`src/hdl/ssdbw_pkg.sv`:
```
// Shared types, codes and lookup functions for the seven-segment display bus writer.
// No dependencies; every other file in hdl/ imports this package.
package ssdbw_pkg;

  localparam int DIGIT_COUNT_DEFAULT = 4;

  // Request types.
  localparam logic [1:0] REQ_SHOW  = 2'd0;
  localparam logic [1:0] REQ_BLANK = 2'd1;
  localparam logic [1:0] REQ_POINT = 2'd2;

  // Bus symbol kinds.
  localparam logic [1:0] KIND_START = 2'd0;
  localparam logic [1:0] KIND_DATA  = 2'd1;
  localparam logic [1:0] KIND_STOP  = 2'd2;

  // Configuration register indexes.
  localparam logic [7:0] CFG_BRIGHTNESS   = 8'd0;
  localparam logic [7:0] CFG_SEGMENT_MODE = 8'd1;
  localparam logic [7:0] CFG_DISPLAY_ON   = 8'd2;
  localparam logic [7:0] CFG_MODE_ADDRESS = 8'd3;

  localparam logic [7:0] MODE_ADDRESS_RESET = 8'h48;
  localparam logic [7:0] POINT_BIT          = 8'h80;
  localparam logic [3:0] MAX_DIGIT_VALUE    = 4'd9;

  localparam logic [2:0] LAST_STEP = 3'd7;

  typedef struct packed {
    logic [1:0] req_type;
    logic [1:0] digit_pos;
    logic [3:0] digit_value;
    logic       dot_on;
  } in_item_t;

  typedef struct packed {
    logic [1:0] symbol_kind;
    logic [7:0] symbol_byte;
    logic       last_symbol;
  } out_item_t;

  // One display update waiting for the bus sequencer.
  typedef struct packed {
    logic [7:0] mode_addr;
    logic [7:0] cmd;
    logic [7:0] digit_addr;
    logic [7:0] segs;
  } job_t;

  function automatic logic [7:0] seg_code(input logic [3:0] value);
    logic [7:0] code;
    case (value)
      4'd0:    code = 8'h3f;
      4'd1:    code = 8'h06;
      4'd2:    code = 8'h5b;
      4'd3:    code = 8'h4f;
      4'd4:    code = 8'h66;
      4'd5:    code = 8'h6d;
      4'd6:    code = 8'h7d;
      4'd7:    code = 8'h07;
      4'd8:    code = 8'h7f;
      4'd9:    code = 8'h6f;
      default: code = 8'h00;
    endcase
    return code;
  endfunction

  function automatic logic [7:0] digit_address(input logic [1:0] pos);
    logic [7:0] addr;
    case (pos)
      2'd0:    addr = 8'h68;
      2'd1:    addr = 8'h6a;
      2'd2:    addr = 8'h6c;
      default: addr = 8'h6e;
    endcase
    return addr;
  endfunction

endpackage

```
`src/hdl/ssdbw_front.sv`:
```
// Front end: configuration registers, decimal-point flags and request classification.
// Depends on ssdbw_pkg; feeds completed jobs to ssdbw_queue.
module ssdbw_front #(
  parameter int DIGIT_COUNT = ssdbw_pkg::DIGIT_COUNT_DEFAULT
) (
  input  logic               clk,
  input  logic               rst_n,
  input  logic               cfg_we,
  input  logic [7:0]         cfg_index,
  input  logic [7:0]         cfg_data,
  input  logic               accept,
  input  ssdbw_pkg::in_item_t in_item,
  output logic               job_valid,
  output ssdbw_pkg::job_t    job
);
  import ssdbw_pkg::*;

  logic [2:0]             bright_r,   bright_nxt;
  logic                   seg_mode_r, seg_mode_nxt;
  logic                   disp_on_r,  disp_on_nxt;
  logic [7:0]             mode_addr_r, mode_addr_nxt;
  logic [DIGIT_COUNT-1:0] flags_r,    flags_nxt;

  logic pos_ok;
  logic flag;
  logic show_ok;
  logic blank_ok;

  always_comb begin
    bright_nxt    = bright_r;
    seg_mode_nxt  = seg_mode_r;
    disp_on_nxt   = disp_on_r;
    mode_addr_nxt = mode_addr_r;
    if (cfg_we) begin
      case (cfg_index)
        CFG_BRIGHTNESS:   bright_nxt    = cfg_data[2:0];
        CFG_SEGMENT_MODE: seg_mode_nxt  = cfg_data[0];
        CFG_DISPLAY_ON:   disp_on_nxt   = cfg_data[0];
        CFG_MODE_ADDRESS: mode_addr_nxt = cfg_data;
        default: ;
      endcase
    end
  end

  always_comb begin
    pos_ok = int'(in_item.digit_pos) < DIGIT_COUNT;
    flag   = 1'b0;
    for (int i = 0; i < DIGIT_COUNT; i++) begin
      if (int'(in_item.digit_pos) == i) begin
        flag = flags_r[i];
      end
    end
    show_ok  = pos_ok && (in_item.req_type == REQ_SHOW) &&
               (in_item.digit_value <= MAX_DIGIT_VALUE);
    blank_ok = pos_ok && (in_item.req_type == REQ_BLANK);
  end

  always_comb begin
    flags_nxt = flags_r;
    if (accept && pos_ok && (in_item.req_type == REQ_POINT)) begin
      for (int i = 0; i < DIGIT_COUNT; i++) begin
        if (int'(in_item.digit_pos) == i) begin
          flags_nxt[i] = in_item.dot_on;
        end
      end
    end
  end

  // The command and segment bytes are fixed at acceptance. The user must change configuration
  // only while the block is idle (not enforced here), so that nothing queued sees a stale value.
  always_comb begin
    job_valid      = accept && (show_ok || blank_ok);
    job.mode_addr  = mode_addr_r;
    job.cmd        = {1'b0, bright_r, seg_mode_r, 2'b00, disp_on_r};
    job.digit_addr = digit_address(in_item.digit_pos);
    job.segs       = show_ok ? (seg_code(in_item.digit_value) | (flag ? POINT_BIT : 8'h00))
                             : 8'h00;
  end

  always_ff @(posedge clk) begin
    if (!rst_n) begin
      bright_r    <= 3'd0;
      seg_mode_r  <= 1'b0;
      disp_on_r   <= 1'b1;
      mode_addr_r <= MODE_ADDRESS_RESET;
      flags_r     <= '0;
    end else begin
      bright_r    <= bright_nxt;
      seg_mode_r  <= seg_mode_nxt;
      disp_on_r   <= disp_on_nxt;
      mode_addr_r <= mode_addr_nxt;
      flags_r     <= flags_nxt;
    end
  end

endmodule

```
`src/hdl/ssdbw_queue.sv`:
```
// Two-entry job queue that decouples request classification from the bus sequencer.
// Depends on ssdbw_pkg for the job type.
module ssdbw_queue (
  input  logic            clk,
  input  logic            rst_n,
  input  logic            push,
  input  ssdbw_pkg::job_t push_job,
  input  logic            pop,
  output ssdbw_pkg::job_t head,
  output logic            full,
  output logic            empty
);
  import ssdbw_pkg::*;

  job_t       entry_r [2];
  logic       wr_ptr_r, wr_ptr_nxt;
  logic       rd_ptr_r, rd_ptr_nxt;
  logic [1:0] count_r,  count_nxt;
  logic       do_push;
  logic       do_pop;

  assign full    = count_r == 2'd2;
  assign empty   = count_r == 2'd0;
  assign head    = entry_r[rd_ptr_r];
  assign do_push = push && !full;
  assign do_pop  = pop && !empty;

  always_comb begin
    wr_ptr_nxt = do_push ? ~wr_ptr_r : wr_ptr_r;
    rd_ptr_nxt = do_pop  ? ~rd_ptr_r : rd_ptr_r;
    count_nxt  = count_r;
    if (do_push && !do_pop) begin
      count_nxt = count_r + 2'd1;
    end else if (do_pop && !do_push) begin
      count_nxt = count_r - 2'd1;
    end
  end

  always_ff @(posedge clk) begin
    if (do_push) begin
      entry_r[wr_ptr_r] <= push_job;
    end
  end

  always_ff @(posedge clk) begin
    if (!rst_n) begin
      wr_ptr_r <= 1'b0;
      rd_ptr_r <= 1'b0;
      count_r  <= 2'd0;
    end else begin
      wr_ptr_r <= wr_ptr_nxt;
      rd_ptr_r <= rd_ptr_nxt;
      count_r  <= count_nxt;
    end
  end

endmodule

```
`src/hdl/ssdbw_back.sv`:
```
// Bus sequencer: walks the queued job through its eight symbols into the output register.
// Depends on ssdbw_pkg; reads the head of ssdbw_queue.
module ssdbw_back (
  input  logic                 clk,
  input  logic                 rst_n,
  input  logic                 q_empty,
  input  ssdbw_pkg::job_t      q_head,
  output logic                 q_pop,
  input  logic                 out_pop,
  output logic                 out_empty,
  output ssdbw_pkg::out_item_t out_item
);
  import ssdbw_pkg::*;

  logic [2:0] step_r,  step_nxt;
  logic       out_v_r, out_v_nxt;
  out_item_t  out_r;
  out_item_t  sym;
  logic       load;

  // A new symbol enters when the output register is free or is drained this cycle.
  assign load      = !q_empty && (!out_v_r || out_pop);
  assign q_pop     = load && (step_r == LAST_STEP);
  assign out_empty = !out_v_r;
  assign out_item  = out_r;

  always_comb begin
    sym.symbol_byte = 8'h00;
    sym.last_symbol = 1'b0;
    case (step_r)
      3'd0: sym.symbol_kind = KIND_START;
      3'd1: begin
        sym.symbol_kind = KIND_DATA;
        sym.symbol_byte = q_head.mode_addr;
      end
      3'd2: begin
        sym.symbol_kind = KIND_DATA;
        sym.symbol_byte = q_head.cmd;
      end
      3'd3: sym.symbol_kind = KIND_STOP;
      3'd4: sym.symbol_kind = KIND_START;
      3'd5: begin
        sym.symbol_kind = KIND_DATA;
        sym.symbol_byte = q_head.digit_addr;
      end
      3'd6: begin
        sym.symbol_kind = KIND_DATA;
        sym.symbol_byte = q_head.segs;
      end
      3'd7: begin
        sym.symbol_kind = KIND_STOP;
        sym.last_symbol = 1'b1;
      end
      default: sym.symbol_kind = KIND_STOP;
    endcase
  end

  always_comb begin
    step_nxt  = load ? step_r + 3'd1 : step_r;
    out_v_nxt = out_v_r;
    if (load) begin
      out_v_nxt = 1'b1;
    end else if (out_pop) begin
      out_v_nxt = 1'b0;
    end
  end

  always_ff @(posedge clk) begin
    if (load) begin
      out_r <= sym;
    end
  end

  always_ff @(posedge clk) begin
    if (!rst_n) begin
      step_r  <= 3'd0;
      out_v_r <= 1'b0;
    end else begin
      step_r  <= step_nxt;
      out_v_r <= out_v_nxt;
    end
  end

endmodule

```
`src/hdl/seven_segment_display_bus_writer.sv`:
```
// Top level of the seven-segment display bus writer: front end, job queue, bus sequencer.
// Depends on ssdbw_pkg, ssdbw_front, ssdbw_queue and ssdbw_back.
//
// Usage: requests arrive on the in_ queue port (push/full) and bus symbols leave on
// the out_ queue port (empty/pop). A show or blank request for a digit in range turns
// into eight symbols: start, mode address, command, stop, start, digit address,
// segment byte, stop, the last one flagged by last_symbol. A point request only
// updates that digit's stored decimal-point flag and yields nothing; rejected
// requests yield nothing either. Registers are written on the cfg_ port, which is
// always ready, and must only be written while no request is still in flight.
//
// With the sequencer idle, a request's job is written into the queue on its transfer in,
// and the sequencer then loads its first symbol into the output register. It loads one
// symbol per cycle from the queue head while the receiver keeps draining the output;
// point requests only set a flag and never enter the queue. A two-entry job queue lets a
// further request be accepted while symbols are still going out.
// When the receiver stalls, the current symbol holds in the output register, the
// sequencer waits, and full rises once the queue fills.
// Reset clears the point flags, loads register defaults and empties the queue.
module seven_segment_display_bus_writer #(
  parameter int DIGIT_COUNT = ssdbw_pkg::DIGIT_COUNT_DEFAULT
) (
  input  logic                 clk,
  input  logic                 rst_n,
  input  logic                 in_push,
  output logic                 in_full,
  input  ssdbw_pkg::in_item_t  in_item,
  output logic                 out_empty,
  input  logic                 out_pop,
  output ssdbw_pkg::out_item_t out_item,
  input  logic                 cfg_valid,
  output logic                 cfg_ready,
  input  logic [7:0]           cfg_index,
  input  logic [7:0]           cfg_data
);
  import ssdbw_pkg::*;

  logic job_valid;
  job_t job;
  job_t q_head;
  logic q_full;
  logic q_empty;
  logic q_pop;
  logic in_accept;

  assign cfg_ready = 1'b1;
  assign in_full   = q_full;
  assign in_accept = in_push && !in_full;

  ssdbw_front #(
    .DIGIT_COUNT(DIGIT_COUNT)
  ) u_front (
    .clk      (clk),
    .rst_n    (rst_n),
    .cfg_we   (cfg_valid && cfg_ready),
    .cfg_index(cfg_index),
    .cfg_data (cfg_data),
    .accept   (in_accept),
    .in_item  (in_item),
    .job_valid(job_valid),
    .job      (job)
  );

  ssdbw_queue u_queue (
    .clk     (clk),
    .rst_n   (rst_n),
    .push    (job_valid),
    .push_job(job),
    .pop     (q_pop),
    .head    (q_head),
    .full    (q_full),
    .empty   (q_empty)
  );

  ssdbw_back u_back (
    .clk      (clk),
    .rst_n    (rst_n),
    .q_empty  (q_empty),
    .q_head   (q_head),
    .q_pop    (q_pop),
    .out_pop  (out_pop),
    .out_empty(out_empty),
    .out_item (out_item)
  );

  // The final symbol of a sequence is always a stop.
  a_last_is_stop: assert property (@(posedge clk) disable iff (!rst_n)
    (!out_empty && out_item.last_symbol) |-> (out_item.symbol_kind == KIND_STOP))
    else $error("last symbol is not a stop");

  // Start and stop symbols carry a zero byte.
  a_framing_byte_zero: assert property (@(posedge clk) disable iff (!rst_n)
    (!out_empty && (out_item.symbol_kind != KIND_DATA)) |-> (out_item.symbol_byte == 8'h00))
    else $error("framing symbol carries a nonzero byte");

  // A queued job reaches an empty output register on the next edge.
  a_no_idle_gap: assert property (@(posedge clk) disable iff (!rst_n)
    (!q_empty && out_empty) |=> !out_empty)
    else $error("sequencer idled with work queued");

  // Only the sequencer drains the queue, and only on the closing stop.
  a_pop_on_last: assert property (@(posedge clk) disable iff (!rst_n)
    q_pop |=> (!out_empty && out_item.last_symbol))
    else $error("queue drained without a closing stop");

endmodule

```
`config.mk`:
```
export PLATFORM = sky130hd
export DESIGN_NAME = seven_segment_display_bus_writer
export DESIGN_NICKNAME = d
export VERILOG_FILES = /design/src/hdl/ssdbw_pkg.sv /design/src/hdl/ssdbw_front.sv /design/src/hdl/ssdbw_queue.sv /design/src/hdl/ssdbw_back.sv /design/src/hdl/seven_segment_display_bus_writer.sv
export SDC_FILE = /design/constraint.sdc
export NUM_CORES = 1
export LEC_CHECK = 0
export BUFFER_PORTS_ARGS = -buffer_cell sky130_fd_sc_hd__buf_4
export CAP_MARGIN = 20
export CELL_PAD_IN_SITES_DETAIL_PLACEMENT = 1
export CELL_PAD_IN_SITES_GLOBAL_PLACEMENT = 2
export CORE_MARGIN = 2
export CORE_UTILIZATION = 39
export DETAILED_ROUTE_END_ITERATION = 10
export PLACE_DENSITY = 0.87
export SYNTH_ARGS = -nofsm -noshare
export SYNTH_HDL_FRONTEND = slang
export SYNTH_SLANG_ARGS = --single-unit
```
`constraint.sdc`:
```
create_clock -name clk -period 2.85 [get_ports clk]
set_clock_uncertainty 0.1 [all_clocks]
set_input_delay 0.285 -clock clk [delete_from_list [all_inputs] [get_ports clk]]
set_output_delay 0.285 -clock clk [all_outputs]
set_load 0.02 [all_outputs]
```
* Word-level counts from Yosys, hierarchy flattened
Memory sizes are Yosys's and may differ from the RTL's. A register that Yosys moved wholly into a read port is not among the register bits.
Cells that the tools add are included.
W data, S select, Z words.
** Storage, ports and cells
- Memories kept :: 2
- Output and inout bits :: 14
- Logic and storage cells :: 97
- Input bits :: 30
- Bits in latches :: 0
- RAM bits :: 48
- Flip-flop bits (word level) :: 36
- Memory bits (read-only) :: 112
** Operators by class
- $mul :: 0
- Shifts and indexed selects :: 0
- Div/mod/pow operators :: 0
- Reductions and logical operators :: 36
- Eq/ne operators :: 18
- Add/sub/neg operators :: 3
- Bitwise gates (word level) :: 3
- Mux-type cells :: 18
- Magnitude comparators :: 1
** Memories
- (name not given) :: depth 16, width 7, rd ports 1, clocked after Yosys merged registers in 0, wr ports 0, line ssdbw_pkg.sv:52 : case (value)
- u_queue.entry_r :: depth 2, width 24, rd ports 1, clocked after Yosys merged registers in 1, wr ports 1, line ssdbw_queue.sv:15 : job_t entry_r [2];
** Operator list (number)
- $pmux W8 S4 :: 1
- $eq A8 B2 Y1 const B :: 2
- $mux W8 :: 2
- $reduce_and A2 Y1 :: 8
- $eq A3 B3 Y1 const B :: 4
- $mux W1 :: 11
- $eq A2 B2 Y1 const B :: 5
- $logic_and A1 B1 Y1 :: 10
- $pmux W3 S3 :: 1
- $eq A8 B1 Y1 const B :: 1
- $logic_not A2 Y1 :: 4
- $logic_not A8 Y1 :: 1
- $or A8 B8 Y8 :: 1
- $eq A2 B1 Y1 const B :: 3
- $eq A3 B2 Y1 const B :: 2
- $pmux W2 S3 :: 1
- $logic_not A1 Y1 :: 5
- $le A4 B4 Y1 const B :: 1
- $mux W2 :: 2
- $reduce_bool A2 Y1 :: 2
- $reduce_or A2 Y1 :: 2
- $reduce_or A4 Y1 :: 1
- $add A3 B1 Y3 const B :: 1
- $eq A3 B1 Y1 const B :: 1
- 5 further kinds :: 7

* Longest topological paths before layout
Gate-level depths: netlist (run 1).
- Depth in word-level cells :: 9
- Mapped depth :: 8
- Mapped depth without buffers :: 8

* By module
From an unflattened synthesis (run 1), not the netlist that was laid out.
** Unflattened totals
- Cell total of the unflattened synthesis :: 327
- Area total of the unflattened synthesis :: 4526.8 um^2
** By module, submodules not included
- ssdbw_queue :: cells each 125, times used 1, sequential area each 2021.9 um^2, area each 2536.2 um^2
- ssdbw_front :: cells each 132, times used 1, sequential area each 340.3 um^2, area each 1171.1 um^2
- ssdbw_back :: cells each 67, times used 1, sequential area each 410.4 um^2, area each 794.5 um^2
- seven_segment_display_bus_writer :: cells each 3, times used 1, sequential area each 0.0 um^2, area each 25.0 um^2

* Worst setup path after synthesis (run 1)
OpenSTA, ideal clock, no wires.
- Kind :: register to register
- From :: register u_back.out_v_r
- To :: register u_queue.count_r[1]
- Path buffers :: 1
- Slack :: 0.622 ns
- Library setup time :: 0.070 ns
- Arrival :: 2.058 ns
- Data required time :: 2.680 ns
- Clock period less this slack :: 2.228 ns
- Stages on the path, launching flop included :: 8
- Cell sequence :: dfxtp_1 nor2b_1 clkbuf_1 nor2_1 nand2_1 ha_1 or3_1 a21oi_1
** Between the ends
- Cells in the longest elaborated chain, start to end :: 8
- Elaborated cells on any way between the ends :: 10
- Those cells by class :: mux: 1; reduce/logical: 9
** RTL lines
- start: declaration :: line ssdbw_back.sv:16 : logic out_v_r, out_v_nxt;
- start signal: assignment :: line ssdbw_back.sv:80 : out_v_r <= out_v_nxt;
- $logic_not A1 Y1 * :: line ssdbw_back.sv:22 : assign load = !q_empty && (!out_v_r || out_pop);
- $logic_or A1 B1 Y1 * :: line ssdbw_back.sv:22
- $logic_and A1 B1 Y1 * :: line ssdbw_back.sv:22
- via u_back.load :: line ssdbw_back.sv:19 : logic load;
- $logic_and A1 B1 Y1 * :: line ssdbw_back.sv:23 : assign q_pop = load && (step_r == LAST_STEP);
- $logic_and A1 B1 Y1 * :: line ssdbw_queue.sv:26 : assign do_pop = pop && !empty;
- $logic_not A1 Y1 :: line ssdbw_queue.sv:32 : if (do_push && !do_pop) begin
- $logic_and A1 B1 Y1 :: line ssdbw_queue.sv:32
- $mux W2 / $reduce_bool A2 Y1 (equally long branches)
- end signal: assignment :: line ssdbw_queue.sv:53 : count_r <= count_nxt;
- end: declaration :: line ssdbw_queue.sv:18 : logic [1:0] count_r, count_nxt;
Mark *: on every way through the listed nets, which the timed path passes. The rest lies on a longest branch.
A chain may end at the register's enable or synchronous reset.

* Final worst setup path (run 1)
- From :: register u_queue.count_r[0]
- To :: register u_queue.count_r[1]
** Between the ends
- Cells in the longest elaborated chain, start to end :: 8
- Elaborated cells on any way between the ends :: 19
- Those cells by class :: add/sub: 2; eq/ne: 1; mux: 2; reduce/logical: 14
** RTL lines
- $eq A2 B2 Y1 * :: line ssdbw_queue.sv:22 : assign full = count_r == 2'd2;
- $logic_not A1 Y1 * :: line ssdbw_queue.sv:25, seven_segment_display_bus_writer.sv:48
- $logic_and A1 B1 Y1 :: line seven_segment_display_bus_writer.sv:48 : assign in_accept = in_push && !in_full;
- $logic_and A1 B1 Y1 :: line ssdbw_front.sv:72 : job_valid = accept && (show_ok || blank_ok);
- $logic_and A1 B1 Y1 * :: line ssdbw_queue.sv:25 : assign do_push = push && !full;
- via u_queue.do_push :: line ssdbw_queue.sv:19 : logic do_push;
- $logic_not A1 Y1 :: line ssdbw_queue.sv:34 : end else if (do_pop && !do_push) begin
- $logic_and A1 B1 Y1 :: line ssdbw_queue.sv:34
- $reduce_bool A2 Y1 (no line)
Mark *: on every way through the listed nets, which the timed path passes. The rest lies on a longest branch. The select of a mux whose other input is x is not followed.

==> qor.csv, run 1 <==
metric,value,unit
routabilityCongestion,0.796,
min_path_type,input port to register,
antenna_found_initial,0,
rows,35,
regToRegSetupSlack,0.48,ns
p_leak,1.62,nW
r2r_start,u_queue.count_r[0],
power,0.00259,W
cts_resized,0,
die_area,10200,µm²
grt_max_degree,24,
clkSinkCount,83,
synth_ff_type,edfxtp_1,
ir_drop,0.000265,V
clockBufferDepth,2,
gr-usage-all-layers,16.1,%
nets,374,
syn_area_per_cell,12.4,µm²
most-common-layout-cells,"edfxtp_1 (57), buf_4 (47), dfxtp_1 (26), nand2_1 (24), a21oi_1 (19)",
hold_end,u_queue.entry_r[0][10],
ys_types,53,
cp.arrival,2.53,ns
start_util,40.0,%
wl_per_cell,16.8,µm
cts-hold-fix-buffers,0,
critPathLaunchType,register,
synth-edff-count,57,
final_max_slew_viol_count,0,
io_pins,44,
finalHoldViolCount,0,
drive_above_1_share,23.3,%
tns,0,ns
die_w,101,µm
fin_cells,450,
ys_warn_count,0,
rsz0062_at_grt,no,
seq_area_frac_synth,60.7,%
worstHoldPathCells,1,
postSynthCellCount,296,
power_density,601,nW/µm²
max_cap_violations,0,
setup_violations,0,
multiInputGateArea,1280,µm²
firstDrtPassIters,4,
fillCellCount,965,
critPathRequiredTime,3.02,ns
critPathKind,register to register,
utilization,46.9,%
h-tree-depth,3,
drt-total-wl,7580,µm
clk_latency,0.35,ns
via_count,2412,
via_per_inst,5.36,
dp_cells,434,
r2r-end,u_queue.count_r[1],
r2r_cells,6,
slew_headroom,52.3,%
yosys_register_bits,83,
worstPathMaxFanout,9,
drcViolationCount,0,
grt_pass1_vias,2501,
hpwl,5500,µm
io_buffers,42,
register_area,2230,µm²
netlist_area,3670,µm²
hold_start,in_item[6],
cts_made_buffers,9,
fin_hold_ws,0.0712,ns
synth_nets,336,
postCtsSetupBuffers,0,
end_kind,register,
finalCritPeriodShare,83.0,%
timing.fmax,0.423,GHz
cts_tree,done,
core-area,9200,µm²
antenna_cells,0,
ant_nets,0,
post-route-min-period,2.37,ns
drtIter0Drc,106,
worstMarginPinSlew,0.715,ns
overflow,0,
final_common_cell,edfxtp_1,
root_buffer,clkbuf_8,
status,finished clean,
clk_pin_slew,0.08,ns
fp.dieH,101,µm
synthArstFlopShare,0,%
area_growth_syn_to_layout,17.3,%
grt_first_pass_wirelength,12400,µm
==> through the flow <==
step | setup WS [ns] | area, µm²
6_report | 0.484 | 4310
5_1_grt | 0.287 | 4310
4_1_cts | 0.486 | 4310
3_5_place_dp | 0.516 | 4070
3_3_place_gp | 0.578 | 4070
2_1_floorplan | 0.622 | 3670
==> metal layers <==
layer / GRT usage (%) / vias up / routed length [µm]
li1: - / 1156 / -
met1: 19.6 / 1186 / 3230
met2: 27.1 / 54 / 3840
met3: 2.77 / 16 / 281
met4: 9.04 / 0 / 216
met5: 0 / - / 0
==> Yosys cell counts (3+ instances only) <==
master	n	area (µm²)
and2_1	4	25.0
clkbuf_1	10	37.5
o21a_1	7	52.6
nor2b_1	4	25.0
nor2_1	14	52.6
a221oi_1	4	35.0
buf_2	5	25.0
o21ai_0	5	25.0
a22oi_1	6	45.0
or2_2	3	18.8
nand3_1	3	15.0
or3_1	4	25.0
inv_1	16	60.1
nand2_1	24	90.1
edfxtp_1	57	1710
buf_1	3	11.3
a22o_1	4	35.0
nand2b_1	7	43.8
nand4_1	4	25.0
mux2i_1	16	160
dfxtp_1	26	521
mux4_2	4	90.1
a31o_2	4	35.0
ha_1	10	125
a21oi_1	19	95.1
==> worst max-delay path, cell delays in order (launching register included) <==
cell and delay (ns):
dfxtp_1 0.42, nand2b_1 0.39, inv_4 0.07, a2111oi_4 0.45
ha_1 0.34, or3_1 0.37, a21oi_1 0.14
==> layout make-up <==
class	instances	share of cell area, %
tap	111	3.22
clock inverter	5	1.97
clock buffer	11	3.54
timing repair buffer	47	8.18
multi-input combinational	175	29.7
sequential	83	51.8
inverter	18	1.63
==> flip-flops by register name (all words and copies together) (netlist names), named ones only <==
signal,cells
u_front.mode_addr_r,8
u_queue.count_r,2
u_front.flags_r,4
u_back.out_item,11
u_queue.entry_r,46
u_front.disp_on_r,1
u_front.bright_r,3
u_back.step_r,3
u_queue.wr_ptr_r,1
u_front.seg_mode_r,1
u_queue.rd_ptr_r,1
u_back.out_v_r,1
==> worst max-delay path by stage <==
stage,endpoint,startpoint,slack (ns),depth (start not counted)
floorplan,u_queue.count_r[1],u_back.out_v_r,0.62,7
global placement,u_queue.count_r[1],u_queue.count_r[0],0.58,6
CTS,u_queue.count_r[1],u_queue.count_r[0],0.49,6
detailed placement,u_queue.count_r[1],in_item[2],0.52,8
global route,u_queue.count_r[1],u_queue.count_r[0],0.29,6
finish,u_queue.count_r[1],u_queue.count_r[0],0.48,6
==> cells by family after synthesis <==
family,after synthesis,synth area share [%]
AO/OA/AOI/OAI,60,11.7
XOR/XNOR,2,0.477
adder cells (fa/ha/maj),10,3.40
buffers and inverters,38,4.43
flip-flops,83,60.7
multiplexers,21,7.12
other,1,0.102
AND/OR/NAND/NOR,81,12.0
==> power by group <==
group / switching, W / leakage (nW) / internal (W)
Sequential: 0.0000180 / 0.748 / 0.00133
Clock: 0.000421 / 0.115 / 0.000550
Combinational: 0.000156 / 0.762 / 0.000113
Total: 0.000595 / 1.62 / 0.00199
(Power assumes the default switching activity.)
==> inputs of run 2 (changes only) <==
- CORE_UTILIZATION: 39 -> 35
- PLACE_DENSITY: 0.87 -> 0.83
- clock period: 2.85 -> 2.1 ns (I/O delays scaled with it)
==> qor.csv, run 2 (same netlist as run 1, synthesis figures left out) <==
metric,value,unit
cp.arrival,2.12,ns
max_cap_violations,0,
clk_latency,0.35,ns
timing.fmax,0.517,GHz
fin_hold_ws,0.0119,ns
cts_made_buffers,9,
clk_pin_slew,0.08,ns
via_count,2440,
grtUsageMet2,24.4,%
die_area,11300,µm²
hpwl,5640,µm
critPathKind,register to register,
fillCellCount,1112,
critPathRequiredTime,2.29,ns
core-area,10300,µm²
status,finished clean,
dp_slack,-0.00731,ns
start_util,35.8,%
firstDrtPassIters,5,
io_buffers,42,
p_leak,1.71,nW
grt_first_pass_wirelength,12500,µm
crit_slowest_cell,dfxtp_2,
min_path_type,input port to register,
drive_above_1_share,27.0,%
drtIter0Drc,118,
internal-power,0.00259,W
top_register,u_queue.entry_r,
grt_busiest_layer,met2,
crit_buf_inv,1,
worstPathMaxFanout,4,
finalHoldViolCount,0,
clkPwrFrac,33.9,%
ant_nets,0,
antenna_found_initial,0,
comb_power_share,12.1,%
drt-total-wl,7680,µm
overflow,0,
routabilityCongestion,0.746,
grt_pass1_vias,2543,
cpPeakStageDelay,0.39,ns
clockBufferDepth,2,
area_growth_syn_to_layout,22.5,%
gr-usage-all-layers,14.6,%
clkSinkCount,83,
power_density,754,nW/µm²
io_pins,44,
r2r_cells,6,
root_buffer,clkbuf_8,
ir_drop,0.000275,V
nets,391,
h-tree-depth,3,
crit_cells,6,
grt_max_degree,24,
path_delay_family,simple AND/OR/NAND/NOR gates,
most-common-layout-cells,"edfxtp_1 (57), buf_4 (55), dfxtp_1 (25), nand2_1 (24), a21oi_1 (19)",
antenna_cells,0,
pwr-share-seq,54.0,%
finalCritPeriodShare,92.1,%
gr-usage-met1,18.2,%
power,0.00340,W
netSwitchingFraction,23.9,%
drcViolationCount,0,
wl_per_cell,15.6,µm
end_kind,register,
rows,37,
cts_tree,done,
p_switching,0.000812,W
post-route-min-period,1.93,ns
rsz0062_at_grt,no,
via_per_inst,4.96,
final_max_slew_viol_count,0,
setup_violations,0,
largest_reg_flops,46,
crit_chain,nand2b_4 -> inv_4 -> a2111oi_4 -> ha_1 -> or3_1 -> a21oi_1,
met3_usage,2.76,%
fp.dieH,106,µm
worstHoldPathCells,3,
setup_slack,0.165,ns
die_w,106,µm
critPathLaunchType,register,
final_common_cell,edfxtp_1,
==> run 2: changes by cell type in the layout (fill, tap and decap cells not counted), sizes merged <==
cell         delta
buf            +11
dlygate4sd3     +6
inv             +2
bufinv          -1
clkinvlp        -1
==> run 2: worst reg2reg max path, cell delays in order (launching register included) <==
cell	delay [ns]
dfxtp_2	0.39
nand2b_4	0.16
inv_4	0.04
a2111oi_4	0.34
ha_1	0.32
or3_1	0.37
a21oi_1	0.15
==> run 2: worst paths after layout <==
check / startpoint / endpoint / slack (ns)
worst min-delay path: cfg_data[3] / u_front.mode_addr_r[3] / 0.01
worst min register to register: u_front.bright_r[1] / u_queue.entry_r[1][14] / 0.37
worst max register to register: u_queue.count_r[0] / u_queue.count_r[1] / 0.17
worst max-delay path: u_queue.count_r[0] / u_queue.count_r[1] / 0.17
==> run 2: power by group through the flow <==
stage	combinational (W)	sequential, W	clock [W]
2_1_floorplan	0.000199	0.00189	0
3_3_place_gp	0.000394	0.00186	0
3_5_place_dp	0.000406	0.00187	0
4_1_cts	0.000417	0.00183	0.00118
5_1_grt	0.000457	0.00184	0.00123
6_report	0.000413	0.00183	0.00115
==> run 2: per-layer routing <==
layer	wire (µm)	part of all wire, %	up-vias
met5	0	0	-
met3	236	3.1	10
met1	3560	46	1193
met4	165	2.1	0
li1	-	-	1191
met2	3710	48	46
==> run 2: final cells by class <==
cell class,count,area (µm²),area share (%)
multi-input combinational,175,1290,28.8
inverter,18,70.1,1.56
clock buffer,11,141,3.14
sequential,83,2230,49.6
clock inverter,5,60.1,1.33
timing repair buffer,64,533,11.8
tap,136,170,3.78
==> run 2: stage by stage <==
step	utilization (%)	TNS [ns]	cells	area [µm²]
2_1_floorplan	-	0	296	3680
3_3_place_gp	41.2	0	470	4230
3_5_place_dp	41.2	-0.00731	470	4230
4_1_cts	43.7	0	492	4490
5_1_grt	43.8	0	492	4500
6_report	43.8	0	492	4500
==> run 2: timing repair <==
item	CTS	global route
buffers inserted	0	0
endpoints found under the setup margin	0	1
endpoints found under the hold margin	8	0
hold buffers	6	0
resized for setup	0	3
